===== config.mk =====
export PLATFORM = sky130hd
export DESIGN_NAME = linked_list_table_engine
export DESIGN_NICKNAME = d
export VERILOG_FILES = /design/src/rtl/core/lltbl_pkg.sv /design/src/rtl/core/lltbl_ram.sv /design/src/rtl/core/linked_list_table_engine.sv
export VERILOG_INCLUDE_DIRS = /design/src /design/src/rtl/core
export SDC_FILE = /design/constraint.sdc
export NUM_CORES = 2
export LEC_CHECK = 0
export BUFFER_PORTS_ARGS = -buffer_cell sky130_fd_sc_hd__buf_2
export CORE_MARGIN = 2
export CORE_UTILIZATION = 50
export CTS_CLUSTER_DIAMETER = 60
export DETAILED_ROUTE_END_ITERATION = 6
export GPL_TIMING_DRIVEN = 0
export PLACE_DENSITY = 0.68
export SETUP_SLACK_MARGIN = 0.05
export SYNTH_ARGS = -nofsm -noshare
export SYNTH_HDL_FRONTEND = slang
export SYNTH_HIERARCHICAL = 1
export SYNTH_SLANG_ARGS = --single-unit

===== constraint.sdc =====
create_clock -name clk -period 4.3 [get_ports clk]
set_input_delay 0.43 -clock clk [delete_from_list [all_inputs] [get_ports clk]]
set_output_delay 0.43 -clock clk [all_outputs]
set_load 0.05 [all_outputs]

===== src/rtl/core/linked_list_table_engine_defines.svh =====
// ----------------------------------------------------------------------------
// Linked list table engine assertion macros
// Shared concurrent assertion forms, clocked on clk, disabled in reset.
// ----------------------------------------------------------------------------
`ifndef LINKED_LIST_TABLE_ENGINE_DEFINES_SVH
`define LINKED_LIST_TABLE_ENGINE_DEFINES_SVH

// same-cycle implication
`define LLTBL_ASSERT_NOW(lbl, ante, cons, msg) \
  lbl: assert property (@(posedge clk) disable iff (!rst_n) (ante) |-> (cons)) else $error(msg);

// next-cycle implication
`define LLTBL_ASSERT_NXT(lbl, ante, cons, msg) \
  lbl: assert property (@(posedge clk) disable iff (!rst_n) (ante) |=> (cons)) else $error(msg);

`endif


===== src/rtl/core/lltbl_pkg.sv =====
// ----------------------------------------------------------------------------
// Linked list table engine package
// Slot geometry, operation and status codes, item types, helpers.
// ----------------------------------------------------------------------------
`timescale 1ns / 1ps
`default_nettype none

package lltbl_pkg;

  localparam int SLOTS = 64;
  localparam int LW    = 7;
  localparam int IW    = 6;
  localparam logic [LW-1:0] NONE = LW'(SLOTS);

  localparam logic [3:0] OP_INS_HEAD  = 4'd0;
  localparam logic [3:0] OP_INS_TAIL  = 4'd1;
  localparam logic [3:0] OP_INS_AFTER = 4'd2;
  localparam logic [3:0] OP_INS_SORT  = 4'd3;
  localparam logic [3:0] OP_DEL_HEAD  = 4'd4;
  localparam logic [3:0] OP_DEL_TAIL  = 4'd5;
  localparam logic [3:0] OP_DEL_AFTER = 4'd6;
  localparam logic [3:0] OP_DEL_VAL   = 4'd7;
  localparam logic [3:0] OP_SRCH_FWD  = 4'd8;
  localparam logic [3:0] OP_SRCH_BACK = 4'd9;

  localparam logic [2:0] ST_OK       = 3'd0;
  localparam logic [2:0] ST_FULL     = 3'd1;
  localparam logic [2:0] ST_EMPTY    = 3'd2;
  localparam logic [2:0] ST_BADSLOT  = 3'd3;
  localparam logic [2:0] ST_NOTFOUND = 3'd4;

  typedef struct packed {
    logic [3:0]         operation;
    logic [6:0]         slot;
    logic signed [31:0] value;
  } in_item_t;

  typedef struct packed {
    logic [2:0]         status;
    logic [6:0]         found_slot;
    logic signed [31:0] result_value;
    logic [6:0]         node_count;
  } out_item_t;

  typedef enum logic [3:0] {
    S_IDLE, S_DISP, S_D6_RD, S_D6_DT, S_LA_RF, S_LA_DF, S_LA_DL, S_LA_W1,
    S_LA_W2, S_UN_RD, S_UN_DT, S_UN_W1, S_UN_W2, S_WK_IS, S_WK_DT
  } fsm_e_t;

  function automatic logic live(input logic [LW-1:0] s, input logic [SLOTS-1:0] used);
    return (s < NONE) && used[s[IW-1:0]];
  endfunction

endpackage

`default_nettype wire


===== src/rtl/core/lltbl_ram.sv =====
// ----------------------------------------------------------------------------
// Generic RAM
// One write port, one read port, registered read data.
// ----------------------------------------------------------------------------
`timescale 1ns / 1ps
`default_nettype none

module lltbl_ram #(
  parameter int WIDTH = 32,
  parameter int DEPTH = 64
) (
  input  wire logic                     clk,
  input  wire logic                     we,
  input  wire logic [$clog2(DEPTH)-1:0] waddr,
  input  wire logic [WIDTH-1:0]         wdata,
  input  wire logic [$clog2(DEPTH)-1:0] raddr,
  output      logic [WIDTH-1:0]         rdata
);

  logic [WIDTH-1:0] mem [DEPTH];

  always_ff @(posedge clk) begin
    if (we) begin
      mem[waddr] <= wdata;
    end
    rdata <= mem[raddr];
  end

endmodule

`default_nettype wire


===== src/rtl/core/linked_list_table_engine.sv =====
// ----------------------------------------------------------------------------
// Linked list table engine
// Doubly linked list in node RAMs with a free list, one operation per item.
// ----------------------------------------------------------------------------
// Pulse start while busy is low to transfer one operation; busy stays high
// until out_valid shows its single result for exactly one cycle, and the
// result cannot be held off. Sorted insert, delete by value and search walk
// the list node by node, since each step waits on the registered read of
// the link and value RAMs.
// ----------------------------------------------------------------------------
`timescale 1ns / 1ps
`default_nettype none
`include "linked_list_table_engine_defines.svh"

module linked_list_table_engine
  import lltbl_pkg::*;
(
  input  wire logic      clk,
  input  wire logic      rst_n,
  input  wire logic      start,
  input  wire in_item_t  in_item,
  output      logic      busy,
  output      logic      out_valid,
  output      out_item_t out_item
);

  fsm_e_t state_r, state_nxt;
  logic [3:0]       op_r, op_nxt;
  logic [LW-1:0]    slot_r, slot_nxt;
  logic [31:0]      key_r, key_nxt;
  logic [LW-1:0]    head_r, head_nxt, tail_r, tail_nxt, free_r, free_nxt;
  logic [LW-1:0]    count_r, count_nxt;
  logic [SLOTS-1:0] used_r, used_nxt, nwr_r, nwr_nxt;
  logic [LW-1:0]    p_r, p_nxt, loc_r, loc_nxt, nx_r, nx_nxt, n_r, n_nxt;
  logic [LW-1:0]    fn_r, fn_nxt, guard_r, guard_nxt;
  logic [31:0]      rval_r, rval_nxt;
  logic             out_valid_r;
  out_item_t        out_item_r;
  logic [IW-1:0]    nrd_a_r;
  logic             nrd_w_r;

  logic          v_we, n_we, pr_we;
  logic [IW-1:0] v_wa, n_wa, pr_wa, v_ra, n_ra, pr_ra;
  logic [31:0]   v_wd, v_rd;
  logic [LW-1:0] n_wd, pr_wd, n_rd, pr_rd, next_eff, link;
  logic          fin;
  logic [2:0]    fin_st;
  logic [LW-1:0] fin_slot;
  logic [31:0]   fin_rv;

  lltbl_ram #(.WIDTH(32), .DEPTH(SLOTS)) u_val_ram (
    .clk(clk), .we(v_we), .waddr(v_wa), .wdata(v_wd), .raddr(v_ra), .rdata(v_rd)
  );
  lltbl_ram #(.WIDTH(LW), .DEPTH(SLOTS)) u_next_ram (
    .clk(clk), .we(n_we), .waddr(n_wa), .wdata(n_wd), .raddr(n_ra), .rdata(n_rd)
  );
  lltbl_ram #(.WIDTH(LW), .DEPTH(SLOTS)) u_prev_ram (
    .clk(clk), .we(pr_we), .waddr(pr_wa), .wdata(pr_wd), .raddr(pr_ra), .rdata(pr_rd)
  );

  // unwritten next entries read as the free chain
  assign next_eff = nrd_w_r ? n_rd : ({1'b0, nrd_a_r} + LW'(1));
  assign link     = (op_r == OP_SRCH_BACK) ? pr_rd : next_eff;

  always_comb begin
    state_nxt = state_r;
    op_nxt = op_r; slot_nxt = slot_r; key_nxt = key_r;
    head_nxt = head_r; tail_nxt = tail_r; free_nxt = free_r; count_nxt = count_r;
    used_nxt = used_r; nwr_nxt = nwr_r;
    p_nxt = p_r; loc_nxt = loc_r; nx_nxt = nx_r; n_nxt = n_r;
    fn_nxt = fn_r; guard_nxt = guard_r; rval_nxt = rval_r;
    v_we = 1'b0; v_wa = n_r[IW-1:0]; v_wd = key_r; v_ra = p_r[IW-1:0];
    n_we = 1'b0; n_wa = n_r[IW-1:0]; n_wd = nx_r; n_ra = p_r[IW-1:0];
    pr_we = 1'b0; pr_wa = n_r[IW-1:0]; pr_wd = loc_r; pr_ra = p_r[IW-1:0];
    fin = 1'b0; fin_st = ST_OK; fin_slot = NONE; fin_rv = '0;

    unique case (state_r)
      S_IDLE: begin
        if (start) begin
          op_nxt    = in_item.operation;
          slot_nxt  = in_item.slot;
          key_nxt   = in_item.value;
          state_nxt = S_DISP;
        end
      end
      S_DISP: begin
        guard_nxt = '0;
        state_nxt = S_IDLE;
        if (op_r <= OP_INS_SORT && free_r >= NONE) begin
          fin = 1'b1; fin_st = ST_FULL;
        end else if (op_r >= OP_DEL_HEAD && op_r <= OP_DEL_VAL && !live(head_r, used_r)) begin
          fin = 1'b1; fin_st = ST_EMPTY;
        end else begin
          unique case (op_r)
            OP_INS_HEAD: begin
              loc_nxt = NONE; state_nxt = S_LA_RF;
            end
            OP_INS_TAIL: begin
              loc_nxt = live(head_r, used_r) ? tail_r : NONE; state_nxt = S_LA_RF;
            end
            OP_INS_AFTER: begin
              if (slot_r == NONE) begin
                loc_nxt = NONE; state_nxt = S_LA_RF;
              end else if (!live(slot_r, used_r)) begin
                fin = 1'b1; fin_st = ST_BADSLOT;
              end else begin
                loc_nxt = slot_r; state_nxt = S_LA_RF;
              end
            end
            OP_INS_SORT: begin
              loc_nxt = NONE; p_nxt = head_r; state_nxt = S_WK_IS;
            end
            OP_DEL_HEAD: begin
              n_nxt = head_r; state_nxt = S_UN_RD;
            end
            OP_DEL_TAIL: begin
              n_nxt = tail_r; state_nxt = S_UN_RD;
            end
            OP_DEL_AFTER: begin
              if (slot_r == NONE) begin
                n_nxt = head_r; state_nxt = S_UN_RD;
              end else if (!live(slot_r, used_r)) begin
                fin = 1'b1; fin_st = ST_BADSLOT;
              end else begin
                state_nxt = S_D6_RD;
              end
            end
            OP_DEL_VAL, OP_SRCH_FWD: begin
              p_nxt = head_r; state_nxt = S_WK_IS;
            end
            OP_SRCH_BACK: begin
              p_nxt = tail_r; state_nxt = S_WK_IS;
            end
            default: begin
              fin = 1'b1;
            end
          endcase
        end
      end
      S_D6_RD: begin
        n_ra = slot_r[IW-1:0]; state_nxt = S_D6_DT;
      end
      S_D6_DT: begin
        if (!live(next_eff, used_r)) begin
          fin = 1'b1; fin_st = ST_BADSLOT; state_nxt = S_IDLE;
        end else begin
          n_nxt = next_eff; state_nxt = S_UN_RD;
        end
      end
      S_LA_RF: begin
        n_ra = free_r[IW-1:0]; state_nxt = S_LA_DF;
      end
      S_LA_DF: begin
        fn_nxt = next_eff;
        n_nxt  = free_r;
        if (loc_r == NONE) begin
          nx_nxt = head_r; state_nxt = S_LA_W1;
        end else begin
          n_ra = loc_r[IW-1:0]; state_nxt = S_LA_DL;
        end
      end
      S_LA_DL: begin
        nx_nxt = next_eff; state_nxt = S_LA_W1;
      end
      S_LA_W1: begin
        v_we = 1'b1; n_we = 1'b1; pr_we = 1'b1;
        nwr_nxt[n_r[IW-1:0]] = 1'b1;
        if (loc_r == NONE) head_nxt = n_r;
        state_nxt = S_LA_W2;
      end
      S_LA_W2: begin
        if (loc_r != NONE) begin
          n_we = 1'b1; n_wa = loc_r[IW-1:0]; n_wd = n_r;
        end
        if (nx_r != NONE) begin
          pr_we = 1'b1; pr_wa = nx_r[IW-1:0]; pr_wd = n_r;
        end else begin
          tail_nxt = n_r;
        end
        count_nxt = count_r + LW'(1);
        used_nxt[n_r[IW-1:0]] = 1'b1;
        free_nxt = fn_r;
        fin = 1'b1; fin_slot = n_r; state_nxt = S_IDLE;
      end
      S_UN_RD: begin
        v_ra = n_r[IW-1:0]; n_ra = n_r[IW-1:0]; pr_ra = n_r[IW-1:0];
        state_nxt = S_UN_DT;
      end
      S_UN_DT: begin
        rval_nxt = v_rd; nx_nxt = next_eff; loc_nxt = pr_rd; state_nxt = S_UN_W1;
      end
      S_UN_W1: begin
        if (loc_r != NONE) begin
          n_we = 1'b1; n_wa = loc_r[IW-1:0]; n_wd = nx_r;
        end else begin
          head_nxt = nx_r;
        end
        if (nx_r != NONE) begin
          pr_we = 1'b1; pr_wa = nx_r[IW-1:0]; pr_wd = loc_r;
        end else begin
          tail_nxt = loc_r;
        end
        state_nxt = S_UN_W2;
      end
      S_UN_W2: begin
        n_we = 1'b1; n_wd = free_r;
        nwr_nxt[n_r[IW-1:0]] = 1'b1;
        free_nxt = n_r;
        used_nxt[n_r[IW-1:0]] = 1'b0;
        if (count_r != '0) count_nxt = count_r - LW'(1);
        fin = 1'b1; fin_slot = n_r; fin_rv = rval_r; state_nxt = S_IDLE;
      end
      S_WK_IS: begin
        if (guard_r < NONE && live(p_r, used_r)) begin
          state_nxt = S_WK_DT;
        end else if (op_r == OP_INS_SORT) begin
          state_nxt = S_LA_RF;
        end else begin
          fin = 1'b1; fin_st = ST_NOTFOUND; state_nxt = S_IDLE;
        end
      end
      S_WK_DT: begin
        if (op_r == OP_INS_SORT) begin
          if ($signed(key_r) < $signed(v_rd)) begin
            state_nxt = S_LA_RF;
          end else begin
            loc_nxt = p_r; p_nxt = link; guard_nxt = guard_r + LW'(1);
            state_nxt = S_WK_IS;
          end
        end else if (v_rd == key_r) begin
          if (op_r == OP_DEL_VAL) begin
            n_nxt = p_r; state_nxt = S_UN_RD;
          end else begin
            fin = 1'b1; fin_slot = p_r; state_nxt = S_IDLE;
          end
        end else begin
          p_nxt = link; guard_nxt = guard_r + LW'(1); state_nxt = S_WK_IS;
        end
      end
      default: begin
        state_nxt = S_IDLE;
      end
    endcase
  end

  always_ff @(posedge clk) begin
    if (!rst_n) begin
      state_r     <= S_IDLE;
      head_r      <= NONE;
      tail_r      <= NONE;
      free_r      <= '0;
      count_r     <= '0;
      used_r      <= '0;
      nwr_r       <= '0;
      out_valid_r <= 1'b0;
    end else begin
      state_r     <= state_nxt;
      head_r      <= head_nxt;
      tail_r      <= tail_nxt;
      free_r      <= free_nxt;
      count_r     <= count_nxt;
      used_r      <= used_nxt;
      nwr_r       <= nwr_nxt;
      out_valid_r <= fin;
    end
  end

  always_ff @(posedge clk) begin
    op_r    <= op_nxt;
    slot_r  <= slot_nxt;
    key_r   <= key_nxt;
    p_r     <= p_nxt;
    loc_r   <= loc_nxt;
    nx_r    <= nx_nxt;
    n_r     <= n_nxt;
    fn_r    <= fn_nxt;
    guard_r <= guard_nxt;
    rval_r  <= rval_nxt;
    nrd_a_r <= n_ra;
    nrd_w_r <= nwr_r[n_ra];
    if (fin) begin
      out_item_r.status       <= fin_st;
      out_item_r.found_slot   <= fin_slot;
      out_item_r.result_value <= fin_rv;
      out_item_r.node_count   <= count_nxt;
    end
  end

  assign busy      = (state_r != S_IDLE);
  assign out_valid = out_valid_r;
  assign out_item  = out_item_r;

  `LLTBL_ASSERT_NXT(a_accept_busy, start && !busy, busy, "accepted item did not raise busy")
  `LLTBL_ASSERT_NXT(a_single_result, out_valid_r, !out_valid_r, "result strobe held two cycles")
  `LLTBL_ASSERT_NOW(a_count_range, 1'b1, count_r <= NONE, "node count beyond slot count")
  `LLTBL_ASSERT_NOW(a_empty_head, !busy, (head_r == NONE) == (count_r == '0), "head and count disagree")
  `LLTBL_ASSERT_NOW(a_full_free, !busy && free_r >= NONE, count_r == NONE, "free list empty while not full")

endmodule

`default_nettype wire


==> impl_metrics.toml <==
[setup_path]
path_buf_inv = 3
crit_path_max_incr_delay_ns = 0.82
path_depth = 6
crit_top_cell = "clkbuf_1"
r2r_cells = 6
r2r_start = "n_r[3]$_DFFE_PP_"
cp_cell_sequence = "clkbuf_1, clkbuf_1, a22o_1, clkbuf_1, nand3b_1, nor2_2"
cp_top_family = "buffers and inverters"
cp_slowest_cell = "clkbuf_1"
cp.arrival_ns = 4.79
rr_endpoint = "u_next_ram/mem[24][6]$_DFFE_PP_"
required_ns = 4.80
r2r_setup_slack_ns = 0.01
crit_path_end_kind = "register"
critical_path_class = "register to register"
cp_max_fo = 10
crit_start = "n_r[3]$_DFFE_PP_"
critPathLaunchType = "register"
endpoint = "u_next_ram/mem[24][6]$_DFFE_PP_"

[route]
drc = 8
routedWlPerCell_um = 35.5
dr.pass1.iters = 6
vias_per_cell = 6.64
drtIter0Drc = 12000
routed_wl_um = 399000
ant_nets = 0
vias = 74700

[power_and_ir_drop]
peakVddDrop_v = 0.000427
leakage_nw = 48.8
p_per_area_nw_per_um2 = 490

[yosys]
synth_top_area_cell = "edfxtp_1"
synthCells = 6739
synthArstFlopShare = 0
ys_top_cells_by_count = "edfxtp_1 (3110), mux4_2 (824), nor2_1 (528)"
syn_area_um2 = 131000
synth_top_area_frac = 0.710
syn_area_per_cell_um2 = 19.5
synth_ff_type = "edfxtp_1"
synth-seq-cells = 3324
syn_nets = 6822
seq_area_frac_synth = 0.743
yosysMostFrequentCell = "edfxtp_1"
ys_top_cells_by_area = "edfxtp_1 (71%), mux4_2 (14%), dfxtp_1 (3.3%), nor2_1 (1.5%), mux2i_1 (1.4%)"
synthDistinctLibCells = 86
ys_warn_count = 6
synth-edff-count = 3110

[die]
die_area_um2 = 267000
rows = 188
design.core.area_um2 = 262000
die_y_um = 517
start_util = 0.502
die_x_um = 517
pin_count = 97

[timing]
tns_ns = 0
slew_violations = 0
rsz0062_at_grt = "true"
post-route-min-period_ns = 4.29
post-route-period-util = 0.997
finalWorstSetupSlack_ns = 0.0118
clock.fmax_mhz = 233
hold_ws_ns = 0.144
hold_viol = 0
relSlewSlack = 0.151
finClkSkew_ns = 0.0645
timing_worst_slew_pin_value_ns = 1.27
setup_viol = 0

[global_routing]
grt_pass1_wl_um = 556000
antenna_found_initial = 13
gr-usage-all-layers = 0.298
grt_pass1_vias = 73000
grt_max_degree = 65
globalRoute.totalOverflow = 0

[placed_design]
gp_congestion = 0.945
dp_hpwl_um = 262000
placedInstanceArea_um2 = 140000
post-place-ws_ns = -2.07
port_buffers = 96

[clock_tree]
path_clk_slew_ns = 0.06
htreeDepth = 5
cts_tree = "done"
cts_made_buffers = 332
insertion_delay_ns = 0.91
clkSinkCount = 3324
cts-root-buf = "clkbuf_16"
cts.path.max_buffers = 4

[final_layout]
fin_nets = 7542
fin_util = 0.589
regArea_um2 = 97700
syn_to_final_growth_pct = 17.4
multi_input_area_um2 = 33300
nFillCells = 18500
design_area_um2 = 154000
drive_gt1_frac = 0.290

[hold_path]
hold_class = "primary input to register"

[status]
status = "finished with violations"
violations = "DRC"

[flow_run]
cap_violations = 0
cell families (layout without fill, tap and decap cells):
kind of cell,after synthesis,after routing,synth area share
AOI/OAI and AO/OA,763,763,0.0391
xor gates and xnor gates,14,14,0.000933
adders and majority gates,37,37,0.00352
buffers and inverters,470,1456,0.0168
DFF,3324,3324,0.743
muxes,1040,1040,0.158
other,0,11,0
and+or+nand+nor,1091,1091,0.0386
metrics by stage:
step                      power, W  instances
after floorplan             0.0429       6739
after global placement      0.0466      10400
after detailed placement    0.0471      10500
after CTS                   0.0755      11200
after global routing        0.0775      11200
final                       0.0757      11300
layout make-up:
class / count / share of cell area
sequential: 3324 / 0.633
inverter: 63 / 0.00155
clock inverter: 184 / 0.0110
antenna: 11 / 0.000178
clock buffer: 416 / 0.0579
buffer: 397 / 0.0153
timing repair buffer: 396 / 0.0371
multi-input combinational: 2945 / 0.216
tap: 3515 / 0.0285
metal layers:
metal | track usage | routed length, um | vias to the layer above
met5 | 0 | 32 | -
met4 | 0.124 | 18600 | 4
met3 | 0.0749 | 50400 | 908
met2 | 0.455 | 183000 | 5296
met1 | 0.412 | 147000 | 39100
li1 | - | - | 29400
how the worst min path moves through the flow:
stage | cells past startpoint | endpoint | slack, ns | start
after floorplan | 0 | rval_r[10]$_DFFE_PP_ | 0.41 | u_val_ram/rdata[10]$_DFF_P_
after global placement | 0 | rval_r[17]$_DFFE_PP_ | 0.43 | u_val_ram/rdata[17]$_DFF_P_
after detailed placement | 0 | rval_r[20]$_DFFE_PP_ | 0.44 | u_val_ram/rdata[20]$_DFF_P_
after CTS | 5 | state_r[3]$_SDFFE_PN0P_ | 0.08 | start
after global routing | 2 | slot_r[1]$_DFFE_PP_ | 0.19 | start
final | 5 | state_r[3]$_SDFFE_PN0P_ | 0.14 | start
placed cells by master (no fill, tap or decap), types with 55 or more instances in the layout:
| cell type | instances |
|---|---|
| mux4_2 | 824 |
| clkinv_2 | 63 |
| clkbuf_1 | 190 |
| clkinv_1 | 62 |
| dfxtp_1 | 214 |
| clkbuf_16 | 343 |
| edfxtp_1 | 3110 |
| a211oi_1 | 58 |
| o22ai_1 | 109 |
| buf_4 | 122 |
| nor2_4 | 129 |
| mux2i_1 | 179 |
| o21ai_0 | 60 |
| nor2_1 | 356 |
| nand2_1 | 170 |
| a21oi_1 | 161 |
| buf_12 | 139 |
| buf_2 | 157 |
| buf_16 | 55 |
worst min-delay path, cell delays in order:
cell and delay [ns]:
buf_2 0.13, nor2_1 0.09, o21ai_0 0.08, o211ai_1 0.16, a31oi_1 0.05
sequential cells by signal (all words and copies together) (netlist names), 32 cells and up, named ones only:
signal / flops
out_item: 49
key_r: 32
u_prev_ram/mem: 448
u_val_ram/mem: 2048
u_next_ram/mem: 448
u_val_ram/rdata: 32
rval_r: 32
nwr_r: 64
where the power goes:
group / internal [W] / total, W / switching, W
Combinational: 0.00369 / 0.0103 / 0.00665
Sequential: 0.0361 / 0.0367 / 0.000608
Clock: 0.0164 / 0.0286 / 0.0122
repair_timing:
item	CTS	global route
endpoints found under the hold margin	50	0
hold buffers	44	0
resized for setup	373	156
pin swaps	62	8
buffers inserted	94	12
endpoints found under the setup margin	2598	1403
Power figures use the tool's default switching activity.
